--- src/rtl/core/mail_command_tokenizer_macros.svh ---
// Assertion helpers used by the tokenizer RTL.
`ifndef MAIL_COMMAND_TOKENIZER_MACROS_SVH
`define MAIL_COMMAND_TOKENIZER_MACROS_SVH

// Same-cycle implication, checked on every rising edge outside reset.
`define MCT_ASSERT_IMP(name, ante, cons) \
    name: assert property (@(posedge clk) disable iff (!rst_n) (ante) |-> (cons)) \
        else $error("mail_command_tokenizer: check failed");

// Next-cycle implication, checked on every rising edge outside reset.
`define MCT_ASSERT_NEXT(name, ante, cons) \
    name: assert property (@(posedge clk) disable iff (!rst_n) (ante) |=> (cons)) \
        else $error("mail_command_tokenizer: check failed");

`endif

--- src/rtl/core/mct_pkg.sv ---
`default_nettype none

package mct_pkg;

    localparam int unsigned DefMaxNestDepth = 15;
    localparam int unsigned CountMax        = 255;

    localparam logic [7:0] ChBackslash = 8'h5C;
    localparam logic [7:0] ChDquote    = 8'h22;
    localparam logic [7:0] ChLangle    = 8'h3C;
    localparam logic [7:0] ChRangle    = 8'h3E;
    localparam logic [7:0] ChColon     = 8'h3A;
    localparam logic [7:0] ChSpace     = 8'h20;
    localparam logic [7:0] ChTab       = 8'h09;
    localparam logic [7:0] ChCr        = 8'h0D;

    localparam logic ModeByte = 1'b0;
    localparam logic ModeEnd  = 1'b1;

    // Progress of the "to:" / "from:" keyword match, one-hot.
    typedef enum logic [7:0] {
        PM_START = 8'b0000_0001,
        PM_T     = 8'b0000_0010,
        PM_TO    = 8'b0000_0100,
        PM_F     = 8'b0000_1000,
        PM_FR    = 8'b0001_0000,
        PM_FRO   = 8'b0010_0000,
        PM_FROM  = 8'b0100_0000,
        PM_DEAD  = 8'b1000_0000
    } prefix_t;

    typedef struct packed {
        logic    token_open;
        logic    quote_active;
        logic    dquote_on_top;
        logic    escape_pending;
        logic    error_mark;
        prefix_t prefix;
        logic [7:0] closed_tokens;
    } tok_state_t;

    typedef struct packed {
        logic [7:0] out_char;
        logic       keep;
        logic       token_end;
        logic       token_error;
        logic [7:0] token_count;
        logic       command_done;
    } tok_result_t;

    localparam tok_state_t StateReset = '{
        token_open:     1'b0,
        quote_active:   1'b0,
        dquote_on_top:  1'b0,
        escape_pending: 1'b0,
        error_mark:     1'b0,
        prefix:         PM_START,
        closed_tokens:  8'd0
    };

    function automatic prefix_t next_prefix(input prefix_t s, input logic [7:0] c);
        logic [7:0] lc;
        prefix_t    n;
        lc = (c >= 8'h41 && c <= 8'h5A) ? (c | 8'h20) : c;
        n  = PM_DEAD;
        case (s)
            PM_START:
            begin
                if (lc == 8'h74)
                    n = PM_T;
                else if (lc == 8'h66)
                    n = PM_F;
            end
            PM_T:   if (lc == 8'h6F) n = PM_TO;
            PM_F:   if (lc == 8'h72) n = PM_FR;
            PM_FR:  if (lc == 8'h6F) n = PM_FRO;
            PM_FRO: if (lc == 8'h6D) n = PM_FROM;
            default: n = PM_DEAD;
        endcase
        return n;
    endfunction

    function automatic logic is_space(input logic [7:0] c);
        return c inside {ChSpace, [ChTab:ChCr]};
    endfunction

endpackage

`default_nettype wire

--- src/rtl/core/mail_command_tokenizer.sv ---
// Mail command tokenizer.
// Input stream: one transaction per command byte (tuser = 0, byte in tdata) or
// one end-of-command marker (tuser = 1). Output stream: exactly one transaction
// per input transaction, in order, carrying the byte when it belongs to a
// token, the keep / token_end / token_error flags, the running token count and
// tlast on the result of the end-of-command marker.
// The result is registered: a byte accepted at one edge has its result valid after
// that edge. The whole per-byte state update and the result are computed
// combinationally from the tokenizer state registers, so throughput is one byte
// per cycle while the receiver does not stall.
// The result register doubles as the decoupling stage: a new byte is taken
// whenever the result register is empty or is being read in the same cycle.
// When the receiver stalls, the held result stays stable and input stalls
// after it.
// Reset clears the tokenizer state, the token count and the output valid.
// Angle bracket nesting saturates at MAX_NEST_DEPTH and marks the token bad.
`default_nettype none

module mail_command_tokenizer #(
    parameter int unsigned MAX_NEST_DEPTH = mct_pkg::DefMaxNestDepth
) (
    input  wire logic        clk,
    input  wire logic        rst_n,
    input  wire logic        s_axis_tvalid,
    output logic             s_axis_tready,
    input  wire logic [7:0]  s_axis_tdata,   // [7:0] ch
    input  wire logic        s_axis_tuser,   // [0] mode
    output logic             m_axis_tvalid,
    input  wire logic        m_axis_tready,
    output logic [15:0]      m_axis_tdata,   // [7:0] out_char, [15:8] token_count
    output logic [2:0]       m_axis_tuser,   // [0] keep, [1] token_end, [2] token_error
    output logic             m_axis_tlast    // command_done
);
    import mct_pkg::*;

    `include "mail_command_tokenizer_macros.svh"

    localparam int unsigned DEPTH_W = $clog2(MAX_NEST_DEPTH + 1);

    tok_state_t         state_reg, state_next;
    logic [DEPTH_W-1:0] depth_reg, depth_next;
    tok_result_t        result_reg, result_next;
    logic               valid_reg;
    logic               accept;

    assign s_axis_tready = !valid_reg || m_axis_tready;
    assign accept        = s_axis_tvalid && s_axis_tready;

    mct_step #(
        .MAX_NEST_DEPTH (MAX_NEST_DEPTH),
        .DEPTH_W        (DEPTH_W)
    ) u_step (
        .state      (state_reg),
        .depth      (depth_reg),
        .mode       (s_axis_tuser),
        .ch         (s_axis_tdata),
        .state_next (state_next),
        .depth_next (depth_next),
        .result     (result_next)
    );

    always_ff @(posedge clk or negedge rst_n)
    begin
        if (!rst_n)
        begin
            state_reg <= StateReset;
            depth_reg <= '0;
            valid_reg <= 1'b0;
        end
        else
        begin
            if (accept)
            begin
                state_reg <= state_next;
                depth_reg <= depth_next;
            end
            if (accept)
                valid_reg <= 1'b1;
            else if (m_axis_tready)
                valid_reg <= 1'b0;
        end
    end

    always_ff @(posedge clk)
    begin
        if (accept)
            result_reg <= result_next;
    end

    assign m_axis_tvalid = valid_reg;
    assign m_axis_tdata  = {result_reg.token_count, result_reg.out_char};
    assign m_axis_tuser  = {result_reg.token_error, result_reg.token_end, result_reg.keep};
    assign m_axis_tlast  = result_reg.command_done;

    `MCT_ASSERT_IMP(a_depth_bounded, 1'b1, depth_reg <= DEPTH_W'(MAX_NEST_DEPTH))
    `MCT_ASSERT_IMP(a_error_needs_end, m_axis_tvalid && m_axis_tuser[2], m_axis_tuser[1])
    `MCT_ASSERT_IMP(a_done_no_keep, m_axis_tvalid && m_axis_tlast, !m_axis_tuser[0])
    `MCT_ASSERT_NEXT(a_end_clears, accept && (s_axis_tuser == ModeEnd),
                     state_reg == StateReset && depth_reg == '0)

endmodule

`default_nettype wire

--- src/rtl/core/mct_step.sv ---
`default_nettype none

module mct_step #(
    parameter int unsigned MAX_NEST_DEPTH = mct_pkg::DefMaxNestDepth,
    parameter int unsigned DEPTH_W        = $clog2(MAX_NEST_DEPTH + 1)
) (
    input  wire mct_pkg::tok_state_t  state,
    input  wire logic [DEPTH_W-1:0]   depth,
    input  wire logic                 mode,
    input  wire logic [7:0]           ch,
    output mct_pkg::tok_state_t       state_next,
    output logic [DEPTH_W-1:0]        depth_next,
    output mct_pkg::tok_result_t      result
);
    import mct_pkg::*;

    localparam logic [DEPTH_W-1:0] DepthMax = DEPTH_W'(MAX_NEST_DEPTH);
    localparam logic [DEPTH_W-1:0] DepthOne = DEPTH_W'(1);

    tok_state_t        s;
    logic [DEPTH_W-1:0] d;
    logic              keep;
    logic              close;
    logic              err;
    logic              in_protected;
    logic [7:0]        count_inc;

    always_comb
    begin
        s     = state;
        d     = depth;
        keep  = 1'b0;
        close = 1'b0;
        in_protected = state.quote_active || (depth != '0);

        if (mode == ModeEnd)
        begin
            close = state.token_open;
        end
        else if (in_protected)
        begin
            keep     = 1'b1;
            s.prefix = PM_DEAD;
            if (state.escape_pending)
                s.escape_pending = 1'b0;
            else if (ch == ChBackslash)
                s.escape_pending = 1'b1;
            else if (state.quote_active || state.dquote_on_top)
            begin
                if (ch == ChDquote)
                begin
                    if (state.quote_active)
                        s.quote_active = 1'b0;
                    else
                        s.dquote_on_top = 1'b0;
                end
            end
            else if (ch == ChRangle)
                d = depth - DepthOne;
            else if (ch == ChDquote)
                s.dquote_on_top = 1'b1;
            else if (ch == ChLangle)
            begin
                if (depth < DepthMax)
                    d = depth + DepthOne;
                else
                    s.error_mark = 1'b1;
            end
        end
        else if (state.escape_pending)
        begin
            keep             = 1'b1;
            s.escape_pending = 1'b0;
            s.prefix         = PM_DEAD;
        end
        else if (is_space(ch))
        begin
            close = state.token_open;
        end
        else
        begin
            keep         = 1'b1;
            s.token_open = 1'b1;
            if (ch == ChLangle)
            begin
                d        = DepthOne;
                s.prefix = PM_DEAD;
            end
            else if (ch == ChDquote)
            begin
                s.quote_active = 1'b1;
                s.prefix       = PM_DEAD;
            end
            else if (ch == ChBackslash)
            begin
                s.escape_pending = 1'b1;
                s.prefix         = PM_DEAD;
            end
            else if (ch == ChColon)
            begin
                if (state.prefix == PM_TO || state.prefix == PM_FROM)
                    close = 1'b1;
                else
                    s.prefix = PM_DEAD;
            end
            else
                s.prefix = next_prefix(state.prefix, ch);
        end

        // The error check looks at the state as it stood before this byte.
        err = state.error_mark || state.quote_active || (depth != '0) ||
              state.dquote_on_top;

        count_inc = (state.closed_tokens < 8'(CountMax)) ?
                    state.closed_tokens + 8'd1 : state.closed_tokens;

        if (close)
        begin
            s               = StateReset;
            s.closed_tokens = count_inc;
            d               = '0;
        end

        result.out_char     = keep ? ch : 8'd0;
        result.keep         = keep;
        result.token_end    = close;
        result.token_error  = close && err;
        result.token_count  = s.closed_tokens;
        result.command_done = (mode == ModeEnd);

        // The end of a command returns everything to the reset state.
        if (mode == ModeEnd)
        begin
            s = StateReset;
            d = '0;
        end

        state_next = s;
        depth_next = d;
    end

endmodule

`default_nettype wire

--- config.mk ---
export PLATFORM = sky130hd
export DESIGN_NAME = mail_command_tokenizer
export DESIGN_NICKNAME = d
export VERILOG_FILES = /design/src/rtl/core/mct_pkg.sv /design/src/rtl/core/mail_command_tokenizer.sv /design/src/rtl/core/mct_step.sv
export VERILOG_INCLUDE_DIRS = /design/src /design/src/rtl/core
export SDC_FILE = /design/constraint.sdc
export NUM_CORES = 1
export LEC_CHECK = 0
export BUFFER_PORTS_ARGS = -buffer_cell sky130_fd_sc_hd__buf_4
export CORE_UTILIZATION = 50
export DETAILED_ROUTE_END_ITERATION = 8
export GPL_TIMING_DRIVEN = 0
export PLACE_DENSITY = 0.7
export SYNTH_ARGS = -nofsm -noshare
export SYNTH_HDL_FRONTEND = slang
export SYNTH_SLANG_ARGS = --single-unit
--- constraint.sdc ---
create_clock -name clk -period 3.1 [get_ports clk]
set_clock_uncertainty 0.05 [all_clocks]
set_input_delay 0.155 -clock clk [delete_from_list [all_inputs] [get_ports clk]]
set_output_delay 0.155 -clock clk [all_outputs]
set_load 0.05 [all_outputs]
==> run summary <==
OUTCOME
-------------------------------------------------------------------------------------------
Run status                                                                     complete, no violations

SETUP PATH
-------------------------------------------------------------------------------------------
Ordered cell list for the critical path                                        clkbuf_1 > nor4_2 > and4_1 > a32o_1 > buf_4 > o21ai_1 > mux2_1
Data arrival time at the worst-slack endpoint                                       2.54 ns
Required time at the worst-slack endpoint                                           3.11 ns
Kind of end point of the critical path                                            flip-flop
Flop-to-flop setup slack                                                            0.58 ns
Path depth of the worst reg2reg path                                                      7
Setup Crit Path Kind                                                           flip-flop to flip-flop
Delay of the slowest critical-path stage                                            0.42 ns
Reg-to-reg endpoint                                                            m_axis_tdata[15]$_DFFE_PP_
Max stage delay cell, worst path                                               sky130_fd_sc_hd__nor4_2
R2R Path Start                                                                 state_reg[13]$_DFFE_PN0P_
CP endpoint                                                                    m_axis_tdata[15]$_DFFE_PP_
Crit Path Max Fanout                                                                     10
Top delay family on crit path                                                  simple AND/OR/NAND/NOR gates
Logic depth of the worst setup path including buffers                                     7
First element of the critical path                                             state_reg[13]$_DFFE_PN0P_
Total buffers and inverters traversed by the critical path                                2
Critical Path Source Type                                                         flip-flop

LOGIC SYNTHESIS
-------------------------------------------------------------------------------------------
Count of flip-flops with a built-in enable after synthesis                               20
Post-synth net total                                                                    327
Fraction of registers with async set or reset after synthesis                         56.5%
Number of distinct standard cells referenced by the synthesized netlist                  73
Instance count of the mapped netlist                                                    310
Fraction of post-synthesis cell area in the top cell type by area                     21.1%
Flops & latches, synth                                                                   46
Synth cell count leaders                                                       25 x sky130_fd_sc_hd__dfrtp_1, 23 x sky130_fd_sc_hd__nor2_1, 20 x sky130_fd_sc_hd__edfxtp_1, 18 x sky130_fd_sc_hd__nand3_1, 16 x sky130_fd_sc_hd__nand2_1
Synthesis warning total                                                                   0
Dominant cells by area after synthesis                                         sky130_fd_sc_hd__dfrtp_1 21%, sky130_fd_sc_hd__edfxtp_1 20%, sky130_fd_sc_hd__nand3_1 3.0%, sky130_fd_sc_hd__nor2_1 2.9%, sky130_fd_sc_hd__nor3_1 2.2%
Per-instance average area after synthesis                                          9.57 µm²
Most common cell in the synthesized netlist                                    sky130_fd_sc_hd__dfrtp_1
Syn Std Cell Area                                                                  2970 µm²
Sequential fraction of the synthesis area                                             42.2%
Most area-hungry cell type in the Yosys netlist                                sky130_fd_sc_hd__dfrtp_1
Dominant register cell in the synthesized netlist                              sky130_fd_sc_hd__dfrtp_1

POWER AND IR DROP
-------------------------------------------------------------------------------------------
Ratio of total power to cell area                                                457 nW/µm²
Static power due to leakage                                                         1.37 nW
Clock network fraction of total power                                                 23.6%
Switching power                                                                    0.533 mW
Sequential cell fraction of total power                                               50.2%
Portion of total power attributed to combinational logic                              26.3%
Fraction of power spent switching nets                                                34.4%
Internal portion of total power                                                     1.02 mW
Maximum VDD drop                                                                     257 µV

FINAL LAYOUT
-------------------------------------------------------------------------------------------
Share of cells above drive strength 1                                                 17.4%
Antenna diodes                                                                            0
Total Nets Final                                                                        367
Layout Area Growth over Synthesis                                                     14.3%
Number of flip-flops in the largest register                                             21

PLACEMENT
-------------------------------------------------------------------------------------------
Placer congestion estimate                                                            0.857
Detailed placer's ending HPWL                                                       5.09 mm
Count of input and output buffers                                                        32
Post-placement setup slack                                                         0.580 ns

HOLD PATH
-------------------------------------------------------------------------------------------
Hold Crit Class                                                                primary input to flip-flop
Hold Startpoint                                                                s_axis_tvalid

TIMING
-------------------------------------------------------------------------------------------
Final Slew Violations                                                                     0
Least setup slack across all paths after layout                                    0.576 ns
Peak Freq                                                                           396 MHz
Transition time at the pin with the least slew margin                              0.778 ns
Setup repair after global routing missed its margin                                      no
Final hold violation count                                                                0
Number of failing setup endpoints in the final timing report                              0
Final-layout setup total negative slack                                                0 ns
Final critical-path required period                                                 2.52 ns
Headroom to the max-slew limit                                                        47.4%
Fin crit share                                                                        81.4%

GLOBAL ROUTE
-------------------------------------------------------------------------------------------
Wire length of the first global-routing pass                                        12.2 mm
Overall track demand over capacity in global routing                                  25.1%
Maximum number of pins on one net before global-route repair                             28
Number of global-route vias before repair                                              2561
Initial antenna violation count                                                           0
GR Overflow Total                                                                         0

ROUTE
-------------------------------------------------------------------------------------------
DRC viols                                                                                 0
Final antenna-violating net count                                                         0
Average wire length per cell after detail routing                                   16.8 µm
Average via count per standard cell                                                    6.20
Total vias in the final route                                                          2622
DRT Pass-1 Iters                                                                          4
Overall routed net length                                                           7.10 mm
Number of design-rule violations left by the first detailed-router iteration            271

FLOW RUN
-------------------------------------------------------------------------------------------
Max_cap viols                                                                             0

CLOCK TREE
-------------------------------------------------------------------------------------------
Clk pin slew, worst setup/hold paths                                                0.09 ns
Source-to-sink clock delay at the later pin of the worst-skew pair                  0.30 ns
H-tree Lvls                                                                               2
Root buf cell                                                                  sky130_fd_sc_hd__clkbuf_8
Clock Tree Buf Depth                                                                      2
Number of sinks handled by clock tree synthesis                                          46
Num CTS Buffers                                                                           5
CTS tree                                                                               done
Quantity of gates resized following cts                                                   0

FLOORPLAN
-------------------------------------------------------------------------------------------
IO Pins                                                                                  35
Core ar.                                                                           5610 µm²
Vertical die dimension                                                              79.0 µm
Initial Util                                                                          52.9%
Number of rows in the core area                                                          27
Horizontal die dimension                                                            79.0 µm
Die Area                                                                           6240 µm²

## cells by family after synthesis
| family | after synthesis | synth area share [%] |
|---|---|---|
| buffers and inverters | 34 | 4.89 |
| flip-flops | 46 | 42.2 |
| AO/OA/AOI/OAI | 80 | 20.7 |
| multiplexers | 3 | 1.14 |
| adder cells (fa/ha/maj) | 4 | 1.94 |
| AND/OR/NAND/NOR | 132 | 25.8 |
| XOR/XNOR | 11 | 3.25 |
## per-layer routing
metal | global-route usage, % | share of wire (%)
met5 | 0 | 0
met4 | 8.91 | 1.1
met3 | 5.17 | 6.6
met2 | 36.9 | 44
met1 | 36.4 | 48
## per-stage QoR
| stage | power [mW] | util (%) | area, µm² | std cells | hold slack, ns |
|---|---|---|---|---|---|
| 3_5_place_dp | 1.19 | 58.8 | 3300 | 414 | 0.0471 |
| 5_1_grt | 1.63 | 60.5 | 3390 | 423 | 0.0289 |
| 6_report | 1.55 | 60.5 | 3390 | 423 | 0.0355 |
| 3_3_place_gp | 1.18 | 58.8 | 3300 | 414 | 0.0469 |
| 4_1_cts | 1.55 | 60.5 | 3390 | 423 | 0.0258 |
| 2_1_floorplan | 1.07 | - | 2970 | 310 | -0.191 |
## power by group through the flow
stage          Combinational, mW  Sequential, mW  Clock, mW
2_1_floorplan              0.206           0.861          0
3_3_place_gp               0.399           0.783          0
3_5_place_dp               0.403           0.786          0
4_1_cts                    0.405           0.774      0.375
5_1_grt                    0.444           0.786      0.403
6_report                   0.407           0.777      0.365
## worst min path at each step
stage                                           end  slack [ns]  cells after the start
final                     m_axis_tvalid$_DFFE_PN0P_        0.04                      2
after global routing      m_axis_tvalid$_DFFE_PN0P_        0.03                      2
after CTS                 m_axis_tvalid$_DFFE_PN0P_        0.03                      2
after detailed placement   depth_reg[1]$_DFFE_PN0P_        0.05                      1
after global placement     depth_reg[1]$_DFFE_PN0P_        0.05                      1
after floorplan            depth_reg[0]$_DFFE_PN0P_       -0.19                      0
## cell type report
class,instances,area (µm²)
tap,72,90.1
buffer,20,92.6
multi-input combinational,230,1570
timing repair buffer,33,250
clock buffer,5,68.8
fill,525,2220
clock inverter,3,16.3
inverter,14,52.6
sequential,46,1250
## layout by cell type (no fill, tap or decap), drive strengths merged, types with 3 or more instances in the layout
master   synthesis  layout
clkbuf          12      17
o21ai           12      12
ha               3       3
nand2           16      16
nor3            14      14
a31oi            5       5
nor2            23      23
edfxtp          20      20
o211a            3       3
o2111ai          5       5
and3             8       8
a21oi           11      11
buf              8      40
o211ai           7       7
dfrtp           25      25
xor2             4       4
clkinv           2       4
nor2b            6       6
nand4            6       6
a211oi           3       3
xnor2            7       7
inv             12      12
and2             8       8
nand3           19      19
nand2b           7       7
and4             3       3
a22o             3       3
mux2             3       3
nor4b            4       4
o22ai            4       4
nor4             6       6
## worst reg2reg max path: cells and delay by family (launching register included)
family | cells | cell delay [ns]
simple gates | 2 | 0.77
flops | 1 | 0.37
mux | 1 | 0.31
compound gates | 2 | 0.38
buf+inv | 2 | 0.40
## timing repair
action	in CTS	in global routing
hold buffers	1	0
endpoints found under the setup margin	0	0
setup buffers	0	0
hold endpoints to repair	25	0
Note: power is estimated with default switching activity, not from simulation.
